`src/rtl/fadr_pkg.sv`:
```
`timescale 1ns / 1ps
`default_nettype none
// ----------------------------------------------------------------------------
// fadr_pkg: shared constants for the fraction add/divide/reduce unit
// Holds operation codes, status codes and the fixed port widths.
// ----------------------------------------------------------------------------
package fadr_pkg;

  // Fixed widths of the operand and result ports.
  localparam int unsigned IN_W  = 32;
  localparam int unsigned RES_W = 64;

  // Operation codes carried by req_type.
  localparam logic [1:0] OP_ADD    = 2'd0;
  localparam logic [1:0] OP_DIV    = 2'd1;
  localparam logic [1:0] OP_REDUCE = 2'd2;

  // Status codes reported with each result.
  localparam logic [1:0] ST_OK       = 2'd0;
  localparam logic [1:0] ST_OVF      = 2'd1;
  localparam logic [1:0] ST_ZERO_GCD = 2'd2;

endpackage

`default_nettype wire

```
`src/rtl/fraction_add_divide_reduce_top.sv`:
```
`timescale 1ns / 1ps
`default_nettype none
// ----------------------------------------------------------------------------
// fraction_add_divide_reduce_top: rational add, divide and gcd reduction
// A small sequencer drives one shared signed multiplier and one shift-subtract
// divide unit to add, divide or reduce fractions one transaction at a time.
// ----------------------------------------------------------------------------
// Add walks the three multiply states and divide the first two; an unknown operation code
// strobes a zero fraction straight from idle. Reduce is data dependent: each Euclid step
// runs one align/subtract division for its quotient bits, then the gcd state finds the zero
// remainder and the two final divisions by the gcd give the reduced numerator and denominator.
// busy is low in the cycle that strobes the result, so the next transaction can be taken
// then. The receiver cannot stall. Reset is asynchronous, active low, and returns to idle.
module fraction_add_divide_reduce_top #(
  parameter int unsigned OPERAND_WIDTH = 32
) (
  input  wire                          clk_i,
  input  wire                          rst_ni,
  input  wire                          start,
  output logic                         busy,
  input  wire  [1:0]                   req_type_i,
  input  wire  [fadr_pkg::IN_W-1:0]    a_num_i,
  input  wire  [fadr_pkg::IN_W-1:0]    a_den_i,
  input  wire  [fadr_pkg::IN_W-1:0]    b_num_i,
  input  wire  [fadr_pkg::IN_W-1:0]    b_den_i,
  output logic                         done_o,
  output logic [fadr_pkg::RES_W-1:0]   res_num_o,
  output logic [fadr_pkg::RES_W-1:0]   res_den_o,
  output logic [1:0]                   status_o
);

  localparam int unsigned W  = OPERAND_WIDTH;
  localparam int unsigned PW = 2 * OPERAND_WIDTH;
  localparam int unsigned RW = fadr_pkg::RES_W;

  // Sequencer states. The three multiply states serve add and divide; the gcd
  // state launches Euclid steps, and align/subtract form the divide unit.
  typedef enum logic [2:0] {
    S_IDLE,
    S_MUL_A,
    S_MUL_B,
    S_MUL_C,
    S_GCD,
    S_ALIGN,
    S_SUB
  } state_e;

  // What the divide unit is currently computing for the reduce sequence.
  typedef enum logic [1:0] {
    CTX_GCD,
    CTX_NUM,
    CTX_DEN
  } ctx_e;

  state_e             state_q;
  ctx_e               ctx_q;
  logic [1:0]         op_q;
  logic signed [W-1:0] an_q, ad_q, bn_q, bd_q;
  logic [RW-1:0]      num_q, den_q;
  logic [1:0]         status_q;
  logic               done_q;

  // Euclid state: magnitudes of the current pair, the parity of the index of
  // the first element, and the sign of the final gcd.
  logic [W-1:0]       gm_q, gn_q;
  logic               par_q;
  logic               gs_q;

  // Divide unit registers: running remainder, shifted divisor, one-hot
  // quotient bit and the quotient built so far.
  logic [W-1:0]       rem_q, dvs_q, qbit_q, quo_q;

  // Shared multiplier.
  logic signed [W-1:0]  mul_x, mul_y;
  logic signed [PW-1:0] prod;
  logic [RW-1:0]        prod_ext;

  // Divide unit datapath.
  logic [W-1:0]       dvs_dbl;
  logic               can_align;
  logic               take;
  logic [W-1:0]       rem_next, quo_next;

  // Add path.
  logic [RW-1:0]      sum;
  logic               sum_ovf;

  // Reduce helpers.
  logic [W-1:0]       an_mag, ad_mag;
  logic [RW-1:0]      quo_ext;
  logic               quo_neg;
  logic [RW-1:0]      quo_signed;

  function automatic logic [OPERAND_WIDTH-1:0] mag(input logic [OPERAND_WIDTH-1:0] v);
    mag = v[OPERAND_WIDTH-1] ? (~v + 1'b1) : v;
  endfunction

  // The multiplier takes a_num*b_den, then b_num*a_den, then a_den*b_den.
  always_comb begin
    case (state_q)
      S_MUL_A: begin
        mul_x = an_q;
        mul_y = bd_q;
      end
      S_MUL_B: begin
        mul_x = bn_q;
        mul_y = ad_q;
      end
      default: begin
        mul_x = ad_q;
        mul_y = bd_q;
      end
    endcase
  end

  assign prod     = mul_x * mul_y;
  assign prod_ext = RW'(prod);

  // Both cross products sit in num_q and den_q when the sum is formed. The sum
  // can only leave the signed range when both operands share a sign.
  assign sum     = num_q + den_q;
  assign sum_ovf = (num_q[RW-1] == den_q[RW-1]) && (sum[RW-1] != num_q[RW-1]);

  // The divisor is doubled while it still fits under the remainder; then the
  // unit walks back down, subtracting where it can, one quotient bit a cycle.
  assign dvs_dbl   = {dvs_q[W-2:0], 1'b0};
  assign can_align = !dvs_q[W-1] && (dvs_dbl <= rem_q);
  assign take      = (rem_q >= dvs_q);
  assign rem_next  = take ? (rem_q - dvs_q) : rem_q;
  assign quo_next  = take ? (quo_q | qbit_q) : quo_q;

  assign an_mag = mag(an_q);
  assign ad_mag = mag(ad_q);

  // The quotient's sign is the dividend's sign against the gcd's sign.
  assign quo_ext    = RW'(quo_next);
  assign quo_neg    = (ctx_q == CTX_NUM) ? (an_q[W-1] ^ gs_q) : (ad_q[W-1] ^ gs_q);
  assign quo_signed = quo_neg ? (~quo_ext + 1'b1) : quo_ext;

  always_ff @(posedge clk_i or negedge rst_ni) begin
    if (!rst_ni) begin
      state_q  <= S_IDLE;
      ctx_q    <= CTX_GCD;
      done_q   <= 1'b0;
      op_q     <= fadr_pkg::OP_ADD;
      an_q     <= '0;
      ad_q     <= '0;
      bn_q     <= '0;
      bd_q     <= '0;
      num_q    <= '0;
      den_q    <= '0;
      status_q <= fadr_pkg::ST_OK;
      gm_q     <= '0;
      gn_q     <= '0;
      par_q    <= 1'b0;
      gs_q     <= 1'b0;
      rem_q    <= '0;
      dvs_q    <= '0;
      qbit_q   <= '0;
      quo_q    <= '0;
    end else begin
      case (state_q)
        S_IDLE: begin
          if (start) begin
            op_q     <= req_type_i;
            an_q     <= a_num_i[W-1:0];
            ad_q     <= a_den_i[W-1:0];
            bn_q     <= b_num_i[W-1:0];
            bd_q     <= b_den_i[W-1:0];
            status_q <= fadr_pkg::ST_OK;
            num_q    <= '0;
            den_q    <= '0;
            case (req_type_i)
              fadr_pkg::OP_ADD, fadr_pkg::OP_DIV: begin
                done_q  <= 1'b0;
                state_q <= S_MUL_A;
              end
              fadr_pkg::OP_REDUCE: begin
                gm_q    <= mag(a_num_i[W-1:0]);
                gn_q    <= mag(a_den_i[W-1:0]);
                par_q   <= 1'b0;
                done_q  <= 1'b0;
                state_q <= S_GCD;
              end
              default: begin
                // An unknown operation returns a zero fraction at once.
                done_q <= 1'b1;
              end
            endcase
          end else begin
            done_q <= 1'b0;
          end
        end

        S_MUL_A: begin
          num_q   <= prod_ext;
          done_q  <= 1'b0;
          state_q <= S_MUL_B;
        end

        S_MUL_B: begin
          den_q <= prod_ext;
          if (op_q == fadr_pkg::OP_ADD) begin
            done_q  <= 1'b0;
            state_q <= S_MUL_C;
          end else begin
            state_q <= S_IDLE;
            done_q  <= 1'b1;
          end
        end

        S_MUL_C: begin
          num_q    <= sum;
          den_q    <= prod_ext;
          status_q <= sum_ovf ? fadr_pkg::ST_OVF : fadr_pkg::ST_OK;
          state_q  <= S_IDLE;
          done_q   <= 1'b1;
        end

        S_GCD: begin
          if (gn_q == '0) begin
            if (gm_q == '0) begin
              status_q <= fadr_pkg::ST_ZERO_GCD;
              state_q  <= S_IDLE;
              done_q   <= 1'b1;
            end else begin
              // Signs alternate along the remainder chain, so the gcd takes
              // the sign of a_num or a_den by the parity of its position.
              gs_q    <= par_q ? ad_q[W-1] : an_q[W-1];
              rem_q   <= an_mag;
              dvs_q   <= gm_q;
              qbit_q  <= W'(1);
              quo_q   <= '0;
              ctx_q   <= CTX_NUM;
              done_q  <= 1'b0;
              state_q <= S_ALIGN;
            end
          end else begin
            rem_q   <= gm_q;
            dvs_q   <= gn_q;
            qbit_q  <= W'(1);
            quo_q   <= '0;
            ctx_q   <= CTX_GCD;
            done_q  <= 1'b0;
            state_q <= S_ALIGN;
          end
        end

        S_ALIGN: begin
          done_q <= 1'b0;
          if (can_align) begin
            dvs_q  <= dvs_dbl;
            qbit_q <= {qbit_q[W-2:0], 1'b0};
          end else begin
            state_q <= S_SUB;
          end
        end

        S_SUB: begin
          if (qbit_q[0]) begin
            case (ctx_q)
              CTX_GCD: begin
                gm_q    <= gn_q;
                gn_q    <= rem_next;
                par_q   <= ~par_q;
                done_q  <= 1'b0;
                state_q <= S_GCD;
              end
              CTX_NUM: begin
                num_q   <= quo_signed;
                rem_q   <= ad_mag;
                dvs_q   <= gm_q;
                qbit_q  <= W'(1);
                quo_q   <= '0;
                ctx_q   <= CTX_DEN;
                done_q  <= 1'b0;
                state_q <= S_ALIGN;
              end
              default: begin
                den_q   <= quo_signed;
                state_q <= S_IDLE;
                done_q  <= 1'b1;
              end
            endcase
          end else begin
            rem_q  <= rem_next;
            quo_q  <= quo_next;
            dvs_q  <= {1'b0, dvs_q[W-1:1]};
            qbit_q <= {1'b0, qbit_q[W-1:1]};
            done_q <= 1'b0;
          end
        end

        default: begin
          done_q  <= 1'b0;
          state_q <= S_IDLE;
        end
      endcase
    end
  end

  assign busy      = (state_q != S_IDLE);
  assign done_o    = done_q;
  assign res_num_o = num_q;
  assign res_den_o = den_q;
  assign status_o  = status_q;

  // A result is only strobed once the sequencer is back at idle.
  a_done_idle: assert property (@(posedge clk_i) disable iff (!rst_ni)
    done_o |-> !busy)
    else $error("result strobed while the sequencer is still working");

  // A strobe follows either a working sequence or a transaction accepted
  // at idle.
  a_done_cause: assert property (@(posedge clk_i) disable iff (!rst_ni)
    done_o |-> ($past(busy) || $past(start)))
    else $error("result strobe without a transaction");

  // Reducing 0/0 reports a zero fraction along with its error status.
  a_zero_gcd: assert property (@(posedge clk_i) disable iff (!rst_ni)
    (done_o && (status_o == fadr_pkg::ST_ZERO_GCD)) |-> ((res_num_o == '0) && (res_den_o == '0)))
    else $error("zero gcd result carries a nonzero fraction");

  // An accepted add keeps the block busy through its multiply sequence.
  a_add_busy: assert property (@(posedge clk_i) disable iff (!rst_ni)
    (start && !busy && (req_type_i == fadr_pkg::OP_ADD)) |=> busy ##1 busy)
    else $error("add transaction finished too early");

endmodule

`default_nettype wire
```
`config.mk`:
```
export PLATFORM = sky130hd
export DESIGN_NAME = fraction_add_divide_reduce_top
export DESIGN_NICKNAME = d
export VERILOG_FILES = /design/src/rtl/fadr_pkg.sv /design/src/rtl/fraction_add_divide_reduce_top.sv
export SDC_FILE = /design/constraint.sdc
export NUM_CORES = 2
export LEC_CHECK = 0
export ABC_AREA = 0
export BUFFER_PORTS_ARGS = -buffer_cell sky130_fd_sc_hd__clkbuf_2
export CORE_ASPECT_RATIO = 2
export CORE_MARGIN = 2
export CORE_UTILIZATION = 30
export CTS_CLUSTER_DIAMETER = 30
export CTS_CLUSTER_SIZE = 30
export DETAILED_ROUTE_END_ITERATION = 8
export PLACE_DENSITY = 0.53
export SKIP_CTS_REPAIR_TIMING = 1
export SLEW_MARGIN = 40
export SYNTH_ARGS = -nofsm -noshare
export SYNTH_HDL_FRONTEND = slang
export SYNTH_SLANG_ARGS = --single-unit
```
`constraint.sdc`:
```
create_clock -name clk_i -period 29.8 [get_ports clk_i]
set_clock_uncertainty 0.1 [all_clocks]
set_input_delay 2.98 -clock clk_i [delete_from_list [all_inputs] [get_ports clk_i]]
set_output_delay 2.98 -clock clk_i [all_outputs]
set_load 0.005 [all_outputs]
```
**Word-level counts from Yosys, hierarchy flattened**

Cells that the tools add are included.

- Output and inout port bits: 132
- Input bits: 133
- Flip-flop bits (word level): 460

- Bitwise gates (word level): 10
- $lt $le $gt $ge: 2
- Multiplexer cells: 82
- Eq/ne operators: 24
- Add/subtract/negate cells: 7
- $mul: 1
- Reduce and logical (&&, ||, !) cells: 31

Operator list:

| kind | number |
|---|---|
| $mux 32 | 33 |
| $mux 64 | 6 |
| $pmux 32 s2 | 5 |
| $pmux 64 s4 | 1 |
| $pmux 32 s3 | 2 |
| $pmux 64 s3 | 1 |
| $add 32x1->32 const B | 4 |
| $not 32->32 | 4 |
| $add 64x1->64 const B | 1 |
| $add 64x64->64 | 1 |
| $logic_not 32->1 | 2 |
| $mul 32x32->64 | 1 |
| $not 32->64 | 1 |
| $ge 32x32->1 | 1 |
| $le 32x32->1 | 1 |
| $or 32x32->32 | 1 |
| $sub 32x32->32 | 1 |
| $reduce_and 4->1 | 6 |
| $pmux 3 s6 | 1 |
| $mux 2 | 8 |
| $ne 2x2->1 const B | 8 |
| $mux 3 | 5 |
| $mux 1 | 14 |
| $pmux 3 s2 | 2 |
| 28 further kinds | 47 |

**Depth between registers and ports, before layout**

- Depth after elaboration: 8
- Gate-level depth with buffers: 36
- Gate-level depth less buffers: 33

**Least setup slack after synthesis**

OpenSTA, ideal clock, no wires.

- Path kind: flip-flop to flip-flop
- From: reg state_q[2]
- To: reg num_q[63], in the netlist res_num_o[63]
- Setup time: 0.124 ns
- Stages on the path, launching flop included: 31
- Data required time: 29.576 ns
- Period minus slack after synthesis: 9.516 ns
- Setup slack: 20.284 ns
- Arrival: 9.292 ns
- Cells stage by stage: dfrtp_1 inv_1 nand2_1 nor2_1 clkbuf_1 clkbuf_1 mux2i_1 clkbuf_1 nor2_1 fa_1 inv_1 fa_1 inv_1 fa_1 fa_1 inv_1 fa_1 inv_1 fa_1 inv_1 fa_1 inv_1 fa_1 ha_1 and3_1 nand4_1 or4_1 o221ai_1 xnor2_1 o32ai_1 a211o_1

- Cells in the longest elaborated chain, start to end: 4
- Elaborated cells between the ends (all ways): 14

RTL lines:

| what | line | text |
|---|---|---|
| start: declaration | fraction_add_divide_reduce_top.sv:55 | `state_e state_q;` |
| start signal: assignment | fraction_add_divide_reduce_top.sv:142 | `state_q <= S_IDLE;` |
| start signal: assignment | fraction_add_divide_reduce_top.sv:176 | `state_q <= S_MUL_A;` |
| start signal: assignment | fraction_add_divide_reduce_top.sv:183 | `state_q <= S_GCD;` |
| $eq 3x2->1 or $eq 3x1->1 (tied branches) | fraction_add_divide_reduce_top.sv:100, fraction_add_divide_reduce_top.sv:162 |  |
| $pmux 32 s2 or $mux 32 (tied branches) | fraction_add_divide_reduce_top.sv:100 | `case (state_q)` |
| $mul 32x32->64 | fraction_add_divide_reduce_top.sv:116 | `assign prod = mul_x * mul_y;` |
| $pmux 64 s4 | fraction_add_divide_reduce_top.sv:162 | `case (state_q)` |
| end signal: assignment | fraction_add_divide_reduce_top.sv:196 | `num_q <= prod_ext;` |
| end signal: assignment | fraction_add_divide_reduce_top.sv:213 | `num_q <= sum;` |
| end signal: assignment | fraction_add_divide_reduce_top.sv:270 | `num_q <= quo_signed;` |
| end: declaration | fraction_add_divide_reduce_top.sv:59 | `logic [RW-1:0] num_q, den_q;` |

Parallel ways exist; a longest one is shown, timed or not.
A chain may end at the register's enable or synchronous reset.

**Worst setup path in the final report**

- From: reg state_q[2]
- To: reg num_q[41], in the netlist res_num_o[41]

The elaborated chain is that of the path after synthesis.

==> flow_metrics.env <==
export IMPL_use_met1_pct=26.6
export IMPL_synthMuxAreaShare_pct=4.54
export IMPL_die_x_um=339
export IMPL_cp_slowest_cell="mux2_2"
export IMPL_yosys_area_top_type_share_pct=32.2
export IMPL_drtIter0Drc=4486
export IMPL_fp_dieH_um=675
export IMPL_start_kind="flip-flop"
export IMPL_setup_violations=0
export IMPL_crit_required_ns=30.37
export IMPL_fin_crit_sh_pct=40.0
export IMPL_nNetsFinal=9180
export IMPL_drive_gt1_share_pct=11.8
export IMPL_holdCritPathClass="flip-flop to flip-flop"
export IMPL_crit_type="flip-flop to flip-flop"
export IMPL_ys_flop_type="dfrtp_1"
export IMPL_post_drt_wl_per_cell_um=30.1
export IMPL_drv_slew=0
export IMPL_place_congestion=1.02
export IMPL_cts_tree="done"
export IMPL_dieArea_um2=229000
export IMPL_ys_ff_latch=460
export IMPL_met3_usage_pct=4.60
export IMPL_ctsRootBufferMaster="clkbuf_16"
export IMPL_slowest_delay_ns=0.75
export IMPL_cts_sinks=460
export IMPL_drtAntennaViolNets=0
export IMPL_grt_overflow_total=0
export IMPL_yosysWarnings=0
export IMPL_synth_most_common_cell="fa_1"
export IMPL_status="finished, violations left"
export IMPL_ys_types=98
export IMPL_synth_cells=7555
export IMPL_syn_nets=9088
export IMPL_synth_top_family_by_area="adder cells"
export IMPL_crit_fanout=55
export IMPL_avgSynthCellArea_um2=8.93
export IMPL_drv_cap=0
export IMPL_io_pins=265
export IMPL_clk_latency_ns=0.74
export IMPL_grt_pass1_wl_mm=456
export IMPL_yosysTopAreaCell="fa_1"
export IMPL_rsz0062_at_grt="false"
export IMPL_cp_common_cell="fa_1"
export IMPL_numCtsBuffers=92
export IMPL_clk_pin_slew_ns=0.06
export IMPL_final_fill_count=23559
export IMPL_post_route_drc_count=1
export IMPL_post_dp_hpwl_mm=263
export IMPL_relSlewSlack_pct=34.5
export IMPL_grt_max_degree=142
export IMPL_synthTopCellsByArea="fa_1, dfrtp_1, inv_1"
export IMPL_synth_simple_area_share_pct=13.8
export IMPL_synth_edf_count=0
export IMPL_postSynth_asyncResetShare_pct=100
export IMPL_area_delta_synth_final_pct=12.8
export IMPL_syn_area_um2=67500
export IMPL_port_buffers=264
export IMPL_timing_fmax_ghz=0.0838
export IMPL_tns_ns=0
export IMPL_vias=59269
export IMPL_wl_mm=322
export IMPL_antenna_found_initial=23
export IMPL_core_area_um2=224000
export IMPL_clockBufferDepth=3
export IMPL_met2_usage_pct=50.9
export IMPL_finalHoldViolations=0
export IMPL_cp_end_kind="flip-flop"
export IMPL_start_util_pct=30.1
export IMPL_grt_use_total_pct=27.9
export IMPL_rows=246
export IMPL_synthAdderAreaFrac_pct=38.0
export IMPL_vias_per_cell=5.53
export IMPL_pre_cts_slack_ns=17.63
export IMPL_grt_pass1_vias=63941
export IMPL_synth_common_cells="fa_1, inv_1, nor2_1, nand2_1, dfrtp_1"
export IMPL_violations="DRC"
export IMPL_busiest_layer="met2"
export IMPL_synth_compound_gate_area_share_pct=14.6
export IMPL_worstPathArrival_ns=12.50
export IMPL_synth_xor_area_share_pct=3.70
export IMPL_cts_htree_levels=3
export IMPL_firstDrtPassIters=9
export IMPL_seq_area_frac_synth_pct=17.1
export IMPL_finalWorstSetupSlack_ns=17.87
export IMPL_worst_slew_pin_transition_ns=0.975
export IMPL_post_route_min_period_ns=11.93
[layer usage]
layer  vias up  routed length (um)
met4         8               36500
li1      25004                   -
met1     30547               99900
met2      2579              166000
met3      1131               19200
met5         -                  47
[final timing paths]
kind                       startpoint             to  slack, ns  cells after the start
min in group asynchronous      rst_ni  res_den_o[19]       2.04                      1
min reg2reg                 rem_q[26]      rem_q[26]       0.42                      1
min                         rem_q[26]      rem_q[26]       0.42                      1
max                        state_q[2]  res_num_o[41]      17.87                     31
max reg2reg                state_q[2]  res_num_o[41]      17.87                     31
max in group asynchronous      rst_ni      dvs_q[23]      24.97                      6
[registers in the layout, summed over array words and instances (netlist names), 3 cells and up]
| register | flops |
|---|---|
| ad_q | 32 |
| dvs_q | 32 |
| res_num_o | 64 |
| quo_q | 32 |
| state_q | 3 |
| gn_q | 32 |
| bd_q | 32 |
| gm_q | 32 |
| rem_q | 32 |
| qbit_q | 32 |
| res_den_o | 64 |
| an_q | 32 |
| bn_q | 32 |
[worst max-delay path: cells and delay by family, from the launching register on]
family          cells  cell delay [ns]
fa+ha+maj           9             4.29
simple gates        3             0.87
flops               1             0.59
buf+inv             8             1.82
mux                 1             0.75
xor+xnor            1             0.73
compound gates      9             2.59
[placed cells by master (no fill, tap or decap), drive strengths merged, types with 41 or more instances in the layout]
master	n
o21ai	355
a221oi	77
nor3	59
xnor2	141
nor2	852
a21oi	407
and2	62
fa	1084
ha	316
clkbuf	369
dfrtp	460
xor2	144
or3	42
mux2	185
nand3	57
nand2	830
a21o	119
a221o	47
nand4	41
buf	162
mux2i	98
a31oi	51
inv	1073
o31ai	48
[cells by family after synthesis]
kind of cell | after synthesis
AND/OR/NAND/NOR | 2155
AO/OA/AOI/OAI | 1488
buffers and inverters | 1484
adder cells (fa/ha/maj) | 1400
flip-flops | 460
XOR/XNOR | 285
multiplexers | 283
[metrics by stage]
stage	hold slack, ns	cells	util, %	instance area (um2)
after floorplan	0.376	7555	-	67500
after global placement	0.393	10521	32.4	72600
after detailed placement	0.406	10527	32.5	72800
after CTS	0.421	10699	33.9	76000
after global routing	0.449	10702	33.9	76100
final	0.420	10714	34.0	76100
[cell type report]
type                            instances  area [um2]  area share [%]
Antenna cell                           13        32.5          0.0427
Clock buffer                          106        2430            3.20
Clock inverter                         66         763            1.00
Inverter                             1057        3970            5.21
Multi-Input combinational cell       5611       51000            67.0
Sequential cell                       460       11500            15.1
Tap cell                             2976        3720            4.89
Timing Repair Buffer                  425        2690            3.54
Power is left out: the tool's default activity adds up to more than one toggle a clock period on the data nets, which glitch-free logic cannot reach.
